$ cat config.mk
export PLATFORM = sky130hd
export DESIGN_NAME = multi_queue_action_fifo
export DESIGN_NICKNAME = d
export VERILOG_FILES = /design/src/design/mqaf_pkg.sv /design/src/design/mqaf_store.sv /design/src/design/mqaf_qunit.sv /design/src/design/multi_queue_action_fifo.sv
export VERILOG_INCLUDE_DIRS = /design/src /design/src/design
export SDC_FILE = /design/constraint.sdc
export NUM_CORES = 2
export LEC_CHECK = 0
export CORE_UTILIZATION = 35
export CTS_BUF_LIST = sky130_fd_sc_hd__clkbuf_16
export CTS_CLUSTER_SIZE = 14
export DETAILED_ROUTE_END_ITERATION = 6
export DONT_BUFFER_PORTS = 1
export PLACE_DENSITY = 0.52
export SLEW_MARGIN = 30
export SYNTH_ARGS = -nofsm -noshare
export SYNTH_HDL_FRONTEND = slang
export SYNTH_SLANG_ARGS = --single-unit
$ cat constraint.sdc
create_clock -name clk_i -period 20.9 [get_ports clk_i]
set_input_delay 4.18 -clock clk_i [delete_from_list [all_inputs] [get_ports clk_i]]
set_output_delay 4.18 -clock clk_i [all_outputs]
set_load 0.01 [all_outputs]
$ cat src/design/multi_queue_action_fifo_assert.svh
// assertion helpers, sampled on clk_i and disabled during reset
`ifndef MULTI_QUEUE_ACTION_FIFO_ASSERT_SVH
`define MULTI_QUEUE_ACTION_FIFO_ASSERT_SVH

// same-cycle implication
`define MQAF_ASSERT_IMPL(name, ante, cons, msg) \
  name: assert property (@(posedge clk_i) disable iff (!rst_ni) (ante) |-> (cons)) \
    else $error(msg);

// next-cycle implication
`define MQAF_ASSERT_NEXT(name, ante, cons, msg) \
  name: assert property (@(posedge clk_i) disable iff (!rst_ni) (ante) |=> (cons)) \
    else $error(msg);

`endif

$ cat src/design/mqaf_pkg.sv
package mqaf_pkg;

  localparam int CMD_BITS    = 3;
  localparam int SEL_BITS    = 2;
  localparam int ACTION_BITS = 8;
  localparam int ARG_BITS    = 32;
  localparam int TIME_BITS   = 32;
  localparam int KIND_BITS   = 2;

  localparam int IN_TDATA_BITS  = 80;
  localparam int OUT_TDATA_BITS = 80;

  localparam int NUM_QUEUES_DEF  = 4;
  localparam int QUEUE_DEPTH_DEF = 8;

  typedef enum logic [CMD_BITS-1:0] {
    CMD_ADD       = 3'd0,
    CMD_NEXT      = 3'd1,
    CMD_RUN       = 3'd2,
    CMD_SET_ERROR = 3'd3,
    CMD_RESET_ONE = 3'd4,
    CMD_RESET_ALL = 3'd5
  } cmd_e;

  typedef enum logic [KIND_BITS-1:0] {
    EV_STATUS = 2'd0,
    EV_START  = 2'd1,
    EV_RUN    = 2'd2
  } kind_e;

  typedef struct packed {
    logic empty;
    logic full;
    logic rd_next_empty;
  } qflags_t;

endpackage

$ cat src/design/mqaf_store.sv
module mqaf_store #(
  parameter int DEPTH = 36,
  parameter int WIDTH = 40,
  localparam int AW = (DEPTH > 1) ? $clog2(DEPTH) : 1
) (
  input  logic             clk_i,
  input  logic             we_i,
  input  logic [AW-1:0]    waddr_i,
  input  logic [WIDTH-1:0] wdata_i,
  input  logic [AW-1:0]    raddr_i,
  output logic [WIDTH-1:0] rdata_o
);

  logic [WIDTH-1:0] mem [DEPTH];
  logic [WIDTH-1:0] rdata_q;

  always_ff @(posedge clk_i) begin
    if (we_i) begin
      mem[waddr_i] <= wdata_i;
    end
    rdata_q <= mem[raddr_i];
  end

  assign rdata_o = rdata_q;

endmodule

$ cat src/design/mqaf_qunit.sv
module mqaf_qunit #(
  parameter int SLOTS = 9,
  localparam int IW = (SLOTS > 1) ? $clog2(SLOTS) : 1
) (
  input  logic              [IW-1:0] wr_idx_i,
  input  logic              [IW-1:0] rd_idx_i,
  output logic              [IW-1:0] wr_next_o,
  output logic              [IW-1:0] rd_next_o,
  output mqaf_pkg::qflags_t          flags_o
);

  localparam logic [IW-1:0] LastSlot = IW'(SLOTS - 1);

  // circular increment over the slots of one queue
  assign wr_next_o = (wr_idx_i == LastSlot) ? '0 : wr_idx_i + 1'b1;
  assign rd_next_o = (rd_idx_i == LastSlot) ? '0 : rd_idx_i + 1'b1;

  assign flags_o.empty         = (wr_idx_i == rd_idx_i);
  assign flags_o.full          = (wr_next_o == rd_idx_i);
  assign flags_o.rd_next_empty = (rd_next_o == wr_idx_i);

endmodule

$ cat src/design/multi_queue_action_fifo.sv
// Multi-queue action FIFO. NUM_QUEUES circular queues of (action code, argument) pairs,
// each QUEUE_DEPTH entries deep, share one entry memory with one write and one registered
// read port. One command is taken at a time: s_axis_tready_o is high only while the
// sequencer is idle. Add, next, set_error, reset one, reset all and unused codes give one
// beat through the steps accept, execute, memory read and load of the output register. Run
// skips empty queues one per cycle and, for each non-empty queue, goes through the memory
// read and emit steps, where an untaken beat in the output register can hold it; with
// all queues empty it gives no beat. A new beat that finds the output register still
// holding an untaken beat holds the sequencer in its emit step for as long as that lasts.
// The output register lets the next command be taken while the last beat still waits
// downstream. tlast marks the last beat of a command.
`include "multi_queue_action_fifo_assert.svh"

module multi_queue_action_fifo #(
  parameter int NUM_QUEUES  = mqaf_pkg::NUM_QUEUES_DEF,
  parameter int QUEUE_DEPTH = mqaf_pkg::QUEUE_DEPTH_DEF
) (
  input  logic                                  clk_i,
  input  logic                                  rst_ni,
  // cmd, queue_sel, action_code, action_arg, now_time, error_value
  input  logic [mqaf_pkg::IN_TDATA_BITS-1:0]    s_axis_tdata_i,
  input  logic                                  s_axis_tvalid_i,
  output logic                                  s_axis_tready_o,
  // event_queue, head_action, head_arg, head_start_time, error_flag, accepted
  output logic [mqaf_pkg::OUT_TDATA_BITS-1:0]   m_axis_tdata_o,
  // event_kind
  output logic [mqaf_pkg::KIND_BITS-1:0]        m_axis_tuser_o,
  output logic                                  m_axis_tlast_o,
  output logic                                  m_axis_tvalid_o,
  input  logic                                  m_axis_tready_i
);

  localparam int Slots      = QUEUE_DEPTH + 1;
  localparam int IW         = $clog2(Slots);
  localparam int QIW        = (NUM_QUEUES > 1) ? $clog2(NUM_QUEUES) : 1;
  localparam int MemDepth   = NUM_QUEUES * Slots;
  localparam int AW         = (MemDepth > 1) ? $clog2(MemDepth) : 1;
  localparam int ActBits    = mqaf_pkg::ACTION_BITS;
  localparam int ArgBits    = mqaf_pkg::ARG_BITS;
  localparam int TimeBits   = mqaf_pkg::TIME_BITS;
  localparam int SelBits    = mqaf_pkg::SEL_BITS;
  localparam int EntryBits  = ActBits + ArgBits;
  localparam int OutUsed    = SelBits + ActBits + ArgBits + TimeBits + 2;
  localparam logic [QIW-1:0] LastQueue = QIW'(NUM_QUEUES - 1);

  typedef enum logic [2:0] {
    ST_IDLE,
    ST_EXEC,
    ST_SCAN,
    ST_READ,
    ST_EMIT
  } state_e;

  state_e state_q;

  // queue state
  logic [IW-1:0]       wr_idx_q [NUM_QUEUES];
  logic [IW-1:0]       rd_idx_q [NUM_QUEUES];
  logic [TimeBits-1:0] start_q  [NUM_QUEUES];
  logic                err_q    [NUM_QUEUES];

  // command being worked on
  mqaf_pkg::cmd_e      cmd_q;
  logic [SelBits-1:0]  sel_q;
  logic [ActBits-1:0]  code_q;
  logic [ArgBits-1:0]  arg_q;
  logic [TimeBits-1:0] now_q;
  logic                errv_q;
  logic [QIW-1:0]      scan_q;

  // pending beat
  mqaf_pkg::kind_e     kind_q;
  logic                qv_q;
  logic                hv_q;
  logic                acc_q;
  logic                last_q;

  // output register
  logic                ov_q;
  mqaf_pkg::kind_e     o_kind_q;
  logic [SelBits-1:0]  o_queue_q;
  logic [ActBits-1:0]  o_action_q;
  logic [ArgBits-1:0]  o_arg_q;
  logic [TimeBits-1:0] o_start_q;
  logic                o_err_q;
  logic                o_acc_q;
  logic                o_last_q;

  logic [QIW-1:0]        cur_idx;
  logic                  sel_valid;
  logic [IW-1:0]         wr_cur;
  logic [IW-1:0]         rd_cur;
  logic [IW-1:0]         wr_next;
  logic [IW-1:0]         rd_next;
  mqaf_pkg::qflags_t     qflags;
  logic [NUM_QUEUES-1:0] ne_mask;
  logic [NUM_QUEUES-1:0] ne_from_scan;
  logic                  mem_we;
  logic [AW-1:0]         mem_waddr;
  logic [AW-1:0]         mem_raddr;
  logic [EntryBits-1:0]  mem_rdata;
  logic                  head_on;
  logic                  out_free;
  logic                  out_load;
  mqaf_pkg::kind_e       exec_kind;
  logic                  exec_qv;
  logic                  exec_hv;
  logic                  exec_acc;

  assign cur_idx   = (cmd_q == mqaf_pkg::CMD_RUN) ? scan_q : QIW'(sel_q);
  assign sel_valid = (int'(sel_q) < NUM_QUEUES);
  assign wr_cur    = wr_idx_q[cur_idx];
  assign rd_cur    = rd_idx_q[cur_idx];

  mqaf_qunit #(
    .SLOTS(Slots)
  ) u_qunit (
    .wr_idx_i (wr_cur),
    .rd_idx_i (rd_cur),
    .wr_next_o(wr_next),
    .rd_next_o(rd_next),
    .flags_o  (qflags)
  );

  always_comb begin
    for (int i = 0; i < NUM_QUEUES; i++) begin
      ne_mask[i] = (wr_idx_q[i] != rd_idx_q[i]);
    end
  end

  assign ne_from_scan = ne_mask >> scan_q;

  // beat fields decided by the execute step
  always_comb begin
    exec_kind = mqaf_pkg::EV_STATUS;
    exec_qv   = sel_valid;
    exec_hv   = !qflags.empty;
    exec_acc  = 1'b0;
    if (cmd_q == mqaf_pkg::CMD_RESET_ALL) begin
      exec_qv = 1'b0;
    end else if (sel_valid) begin
      case (cmd_q)
        mqaf_pkg::CMD_ADD: begin
          if (!qflags.full) begin
            exec_acc = 1'b1;
            exec_hv  = 1'b1;
            if (qflags.empty) begin
              exec_kind = mqaf_pkg::EV_START;
            end
          end
        end
        mqaf_pkg::CMD_NEXT: begin
          if (!qflags.empty) begin
            exec_hv = !qflags.rd_next_empty;
            if (!qflags.rd_next_empty) begin
              exec_kind = mqaf_pkg::EV_START;
            end
          end
        end
        mqaf_pkg::CMD_RESET_ONE: begin
          exec_hv = 1'b0;
        end
        default: begin
        end
      endcase
    end
  end

  assign mem_we    = (state_q == ST_EXEC) && (cmd_q == mqaf_pkg::CMD_ADD) && sel_valid &&
                     !qflags.full;
  assign mem_waddr = AW'(int'(cur_idx) * Slots + int'(wr_cur));
  assign mem_raddr = AW'(int'(cur_idx) * Slots + int'(rd_cur));

  mqaf_store #(
    .DEPTH(MemDepth),
    .WIDTH(EntryBits)
  ) u_store (
    .clk_i  (clk_i),
    .we_i   (mem_we),
    .waddr_i(mem_waddr),
    .wdata_i({code_q, arg_q}),
    .raddr_i(mem_raddr),
    .rdata_o(mem_rdata)
  );

  assign head_on  = qv_q && hv_q;
  assign out_free = !ov_q || m_axis_tready_i;
  assign out_load = (state_q == ST_EMIT) && out_free;

  always_ff @(posedge clk_i or negedge rst_ni) begin
    if (!rst_ni) begin
      state_q    <= ST_IDLE;
      for (int i = 0; i < NUM_QUEUES; i++) begin
        wr_idx_q[i] <= '0;
        rd_idx_q[i] <= '0;
        start_q[i]  <= '0;
        err_q[i]    <= 1'b0;
      end
      cmd_q      <= mqaf_pkg::CMD_ADD;
      sel_q      <= '0;
      code_q     <= '0;
      arg_q      <= '0;
      now_q      <= '0;
      errv_q     <= 1'b0;
      scan_q     <= '0;
      kind_q     <= mqaf_pkg::EV_STATUS;
      qv_q       <= 1'b0;
      hv_q       <= 1'b0;
      acc_q      <= 1'b0;
      last_q     <= 1'b0;
      ov_q       <= 1'b0;
      o_kind_q   <= mqaf_pkg::EV_STATUS;
      o_queue_q  <= '0;
      o_action_q <= '0;
      o_arg_q    <= '0;
      o_start_q  <= '0;
      o_err_q    <= 1'b0;
      o_acc_q    <= 1'b0;
      o_last_q   <= 1'b0;
    end else begin
      if (m_axis_tready_i && !out_load) begin
        ov_q <= 1'b0;
      end
      case (state_q)
        ST_IDLE: begin
          if (s_axis_tvalid_i) begin
            cmd_q  <= mqaf_pkg::cmd_e'(s_axis_tdata_i[2:0]);
            sel_q  <= s_axis_tdata_i[4:3];
            code_q <= s_axis_tdata_i[12:5];
            arg_q  <= s_axis_tdata_i[44:13];
            now_q  <= s_axis_tdata_i[76:45];
            errv_q <= s_axis_tdata_i[77];
            scan_q <= '0;
            if (mqaf_pkg::cmd_e'(s_axis_tdata_i[2:0]) == mqaf_pkg::CMD_RUN) begin
              state_q <= ST_SCAN;
            end else begin
              state_q <= ST_EXEC;
            end
          end
        end
        ST_EXEC: begin
          kind_q  <= exec_kind;
          qv_q    <= exec_qv;
          hv_q    <= exec_hv;
          acc_q   <= exec_acc;
          last_q  <= 1'b1;
          state_q <= ST_READ;
          if (cmd_q == mqaf_pkg::CMD_RESET_ALL) begin
            for (int i = 0; i < NUM_QUEUES; i++) begin
              wr_idx_q[i] <= '0;
              rd_idx_q[i] <= '0;
              err_q[i]    <= 1'b0;
            end
          end else if (sel_valid) begin
            case (cmd_q)
              mqaf_pkg::CMD_ADD: begin
                if (!qflags.full) begin
                  wr_idx_q[cur_idx] <= wr_next;
                  if (qflags.empty) begin
                    start_q[cur_idx] <= now_q;
                  end
                end
              end
              mqaf_pkg::CMD_NEXT: begin
                if (!qflags.empty) begin
                  rd_idx_q[cur_idx] <= rd_next;
                  if (!qflags.rd_next_empty) begin
                    start_q[cur_idx] <= now_q;
                  end
                end
              end
              mqaf_pkg::CMD_SET_ERROR: begin
                err_q[cur_idx] <= errv_q;
              end
              mqaf_pkg::CMD_RESET_ONE: begin
                wr_idx_q[cur_idx] <= '0;
                rd_idx_q[cur_idx] <= '0;
                err_q[cur_idx]    <= 1'b0;
              end
              default: begin
              end
            endcase
          end
        end
        ST_SCAN: begin
          if (ne_from_scan == '0) begin
            state_q <= ST_IDLE;
          end else if (ne_from_scan[0]) begin
            kind_q  <= mqaf_pkg::EV_RUN;
            qv_q    <= 1'b1;
            hv_q    <= 1'b1;
            acc_q   <= 1'b0;
            last_q  <= ((ne_from_scan >> 1) == '0);
            state_q <= ST_READ;
          end else begin
            scan_q <= scan_q + 1'b1;
          end
        end
        ST_READ: begin
          state_q <= ST_EMIT;
        end
        ST_EMIT: begin
          if (out_free) begin
            ov_q       <= 1'b1;
            o_kind_q   <= kind_q;
            o_acc_q    <= acc_q;
            o_last_q   <= last_q;
            o_action_q <= head_on ? mem_rdata[EntryBits-1:ArgBits] : '0;
            o_arg_q    <= head_on ? mem_rdata[ArgBits-1:0] : '0;
            o_start_q  <= head_on ? start_q[cur_idx] : '0;
            o_err_q    <= qv_q ? err_q[cur_idx] : 1'b0;
            if (cmd_q == mqaf_pkg::CMD_RUN) begin
              o_queue_q <= SelBits'(scan_q);
            end else if (cmd_q == mqaf_pkg::CMD_RESET_ALL) begin
              o_queue_q <= '0;
            end else begin
              o_queue_q <= sel_q;
            end
            if (last_q || scan_q == LastQueue) begin
              state_q <= ST_IDLE;
            end else begin
              scan_q  <= scan_q + 1'b1;
              state_q <= ST_SCAN;
            end
          end
        end
        default: begin
          state_q <= ST_IDLE;
        end
      endcase
    end
  end

  assign s_axis_tready_o = (state_q == ST_IDLE);
  assign m_axis_tvalid_o = ov_q;
  assign m_axis_tlast_o  = o_last_q;
  assign m_axis_tuser_o  = o_kind_q;
  assign m_axis_tdata_o  = {{(mqaf_pkg::OUT_TDATA_BITS - OutUsed){1'b0}},
                            o_acc_q, o_err_q, o_start_q, o_arg_q, o_action_q, o_queue_q};

  `MQAF_ASSERT_NEXT(a_busy_after_accept, s_axis_tvalid_i && s_axis_tready_o, !s_axis_tready_o, "command taken while busy")
  `MQAF_ASSERT_IMPL(a_write_has_room, mem_we, sel_valid && !qflags.full, "entry written to a full or absent queue")
  `MQAF_ASSERT_NEXT(a_write_then_read, mem_we, state_q == ST_READ, "entry write not followed by head read")
  `MQAF_ASSERT_IMPL(a_index_range, (state_q == ST_EXEC) && sel_valid, (int'(wr_cur) < Slots) && (int'(rd_cur) < Slots), "queue index out of range")

endmodule

==> metrics.yaml <==
synth:
  yosysWarnings: 0
  synth_ff_type: "edfxtp_1"
  synth_area_um2: 70600
  yosys.area.top_type: "edfxtp_1"
  synthTopCellsByArea: "edfxtp_1 (61%), mux4_2 (13%), dfrtp_1 (12%), mux2_2 (2.5%), mux2i_1 (1.3%)"
  ys_seq_area_share_pct: 74.1
  yosysMostFrequentCell: "edfxtp_1"
  synth_edf_count: 1440
  synth_seq_cells: 1813
  synth_top_cell_area_share_pct: 61.2
  avgSynthCellArea_um2: 20.2
  async_reset_ff_share_pct: 18.4
  synth_common_cells: "edfxtp_1 (1440), mux4_2 (409), dfrtp_1 (333)"
  syn_inst: 3499
  synth_cell_types: 71
clock_tree:
  clock-root-buffer: "clkbuf_16"
  cts_tree: "yes"
  clock_sinks: 1813
  cts_resized: 0
  numCtsBuffers: 189
  cts_setup_buffers: 0
  hold_buffers: 0
  htree_levels: 4
  cts_max_path_buffers: 3
  clock_latency_ns: 0.82
  clk_pin_slew_ns: 0.06
die:
  num_rows: 164
  fp.dieW_um: 451
  ios: 169
  core_region_area_um2: 200000
  dieArea_um2: 204000
  initial_core_util_pct: 35.3
  die_y_um: 451
timing:
  finalSetupViolCount: 0
  rsz0062_at_grt: "false"
  period_minus_slack_ns: 7.05
  fin_tns_setup_ns: 0
  fin_ws_ns: 13.85
  tightest_slew_ns: 1.02
  fin_crit_sh_pct: 33.7
  maxSlewViolCount: 0
  fin_worst_skew_ns: 0.0624
  slew_headroom_pct: 31.8
  max_freq_ghz: 0.142
  finalHoldViolCount: 0
layout:
  fillers: 17800
  synthToLayoutAreaGrowth_pct: 13.6
  fin_nets: 3670
  finish.instance_area_um2: 80300
  drive_gt1_share_pct: 27.1
routing:
  drc: 22
  routed_via_density: 5.41
  drt_iter0_markers: 3031
  wl_per_cell_um: 28.1
  first_pass_iters: 7
  routed_wl_um: 180000
  vias: 34600
  final_antenna_net_count: 0
critical_path:
  cp_max_fo: 42
  end_kind: "register"
  cp.required_ns: 21.59
  crit_path_start_kind: "register"
  arrival_ns: 7.73
  critical_path_class: "register to register"
global_route:
  grt_pass1_vias: 35900
  grt-ovfl-total: 0
  grt_pass1_wl_um: 262000
  grt_usage_pct: 17.7
  antenna_found_initial: 11
  grt_max_degree: 334
placed_design:
  finalWeightedCongestion: 0.765
  hpwl_um: 89900
  numPortBuffers: 0
  pre_cts_slack_ns: 13.66
  placed_area_um2: 74200
run_status:
  violations: "design-rule violations"
  outcome: "finished, violations left"
flow_run:
  maxCapViolations: 0
min_path:
  hp-class: "register to register"
==> sequential cells by signal, indices dropped and copies added, names as in the netlist, 8 cells and up <==
signal / count
u_store.mem: 1440
o_action_q: 8
rd_idx_q: 16
arg_q: 32
o_arg_q: 32
now_q: 32
o_start_q: 32
u_store.rdata_o: 40
wr_idx_q: 16
start_q: 128
code_q: 8
==> cell families (layout without fill, tap and decap cells) <==
family                   after synthesis  in the layout  synth area share [%]
XOR/XNOR                              33             33                 0.409
AND/OR/NAND/NOR                      372            372                  2.30
adder cells (fa/ha/maj)               10             10                 0.184
other                                  1              6               0.00531
multiplexers                         722            722                  17.9
buffers and inverters                227            464                  1.31
flip-flops                          1813           1813                  74.1
AO/OA/AOI/OAI                        321            321                  3.79
==> cells in the final DEF, fill, tap and decap left out, types with 42 or more instances in the layout <==
| master | instances |
|---|---|
| clkinv_1 | 48 |
| o31ai_1 | 42 |
| dfrtp_1 | 293 |
| mux4_2 | 409 |
| clkbuf_16 | 192 |
| mux2i_1 | 94 |
| nand2_1 | 247 |
| mux2_2 | 158 |
| inv_1 | 75 |
| a22o_1 | 72 |
| a32o_1 | 88 |
| edfxtp_1 | 1440 |
| buf_4 | 80 |
| mux2_1 | 59 |
==> layer usage <==
metal	vias up	wire length, µm	global-route usage [%]
met5	-	28	0
met4	4	3180	4.02
met3	222	9640	3.00
met2	951	85300	28.0
met1	18900	81600	25.5
li1	14500	-	-
==> path summary, 6_finish.rpt <==
path	depth (start not counted)	to	start	slack, ns
worst min-delay path	1	o_arg_q[10]$_DFFE_PN0P_	u_store.rdata_o[10]$_DFF_P_	0.44
min in group asynchronous	0	o_arg_q[28]$_DFFE_PN0P_	rst_ni	3.06
worst min register to register	1	o_arg_q[10]$_DFFE_PN0P_	u_store.rdata_o[10]$_DFF_P_	0.44
max in group asynchronous	0	arg_q[9]$_DFFE_PN0P_	rst_ni	17.08
worst max-delay path	11	u_store.rdata_o[21]$_DFF_P_	cmd_q[0]$_DFFE_PN0P_	13.85
worst max register to register	11	u_store.rdata_o[21]$_DFF_P_	cmd_q[0]$_DFFE_PN0P_	13.85
==> layout make-up <==
| class | count | area [µm²] | share of cell area (%) |
|---|---|---|---|
| clock buffer | 192 | 4800 | 5.99 |
| clock inverter | 161 | 1100 | 1.38 |
| tap | 2656 | 3320 | 4.14 |
| timing repair buffer | 90 | 798 | 0.995 |
| inverter | 21 | 78.8 | 0.0982 |
| antenna | 2 | 5.00 | 0.00624 |
| multi-input combinational | 1462 | 17700 | 22.1 |
| sequential | 1813 | 52400 | 65.3 |
==> critical path: stages, from the launching register on <==
cell and delay, ns:
dfrtp_1 0.66, or3b_1 0.81, mux2i_1 0.59, inv_1 0.30, ha_4 0.79, buf_4 0.79, buf_4 0.82, buf_4 0.84
mux4_2 0.59, mux2i_1 0.20, a32o_1 0.27, o31ai_1 0.13
==> through the flow <==
stage	hold slack [ns]	std cells	utilization (%)
floorplan	0.427	3502	-
CTS	0.441	6392	40.1
detailed placement	0.433	6039	37.1
global placement	0.433	6038	37.1
global route	0.452	6397	40.1
finish	0.445	6397	40.1
Power is left out: the tool's default activity adds up to more than one toggle a clock period on the data nets, which glitch-free logic cannot reach.
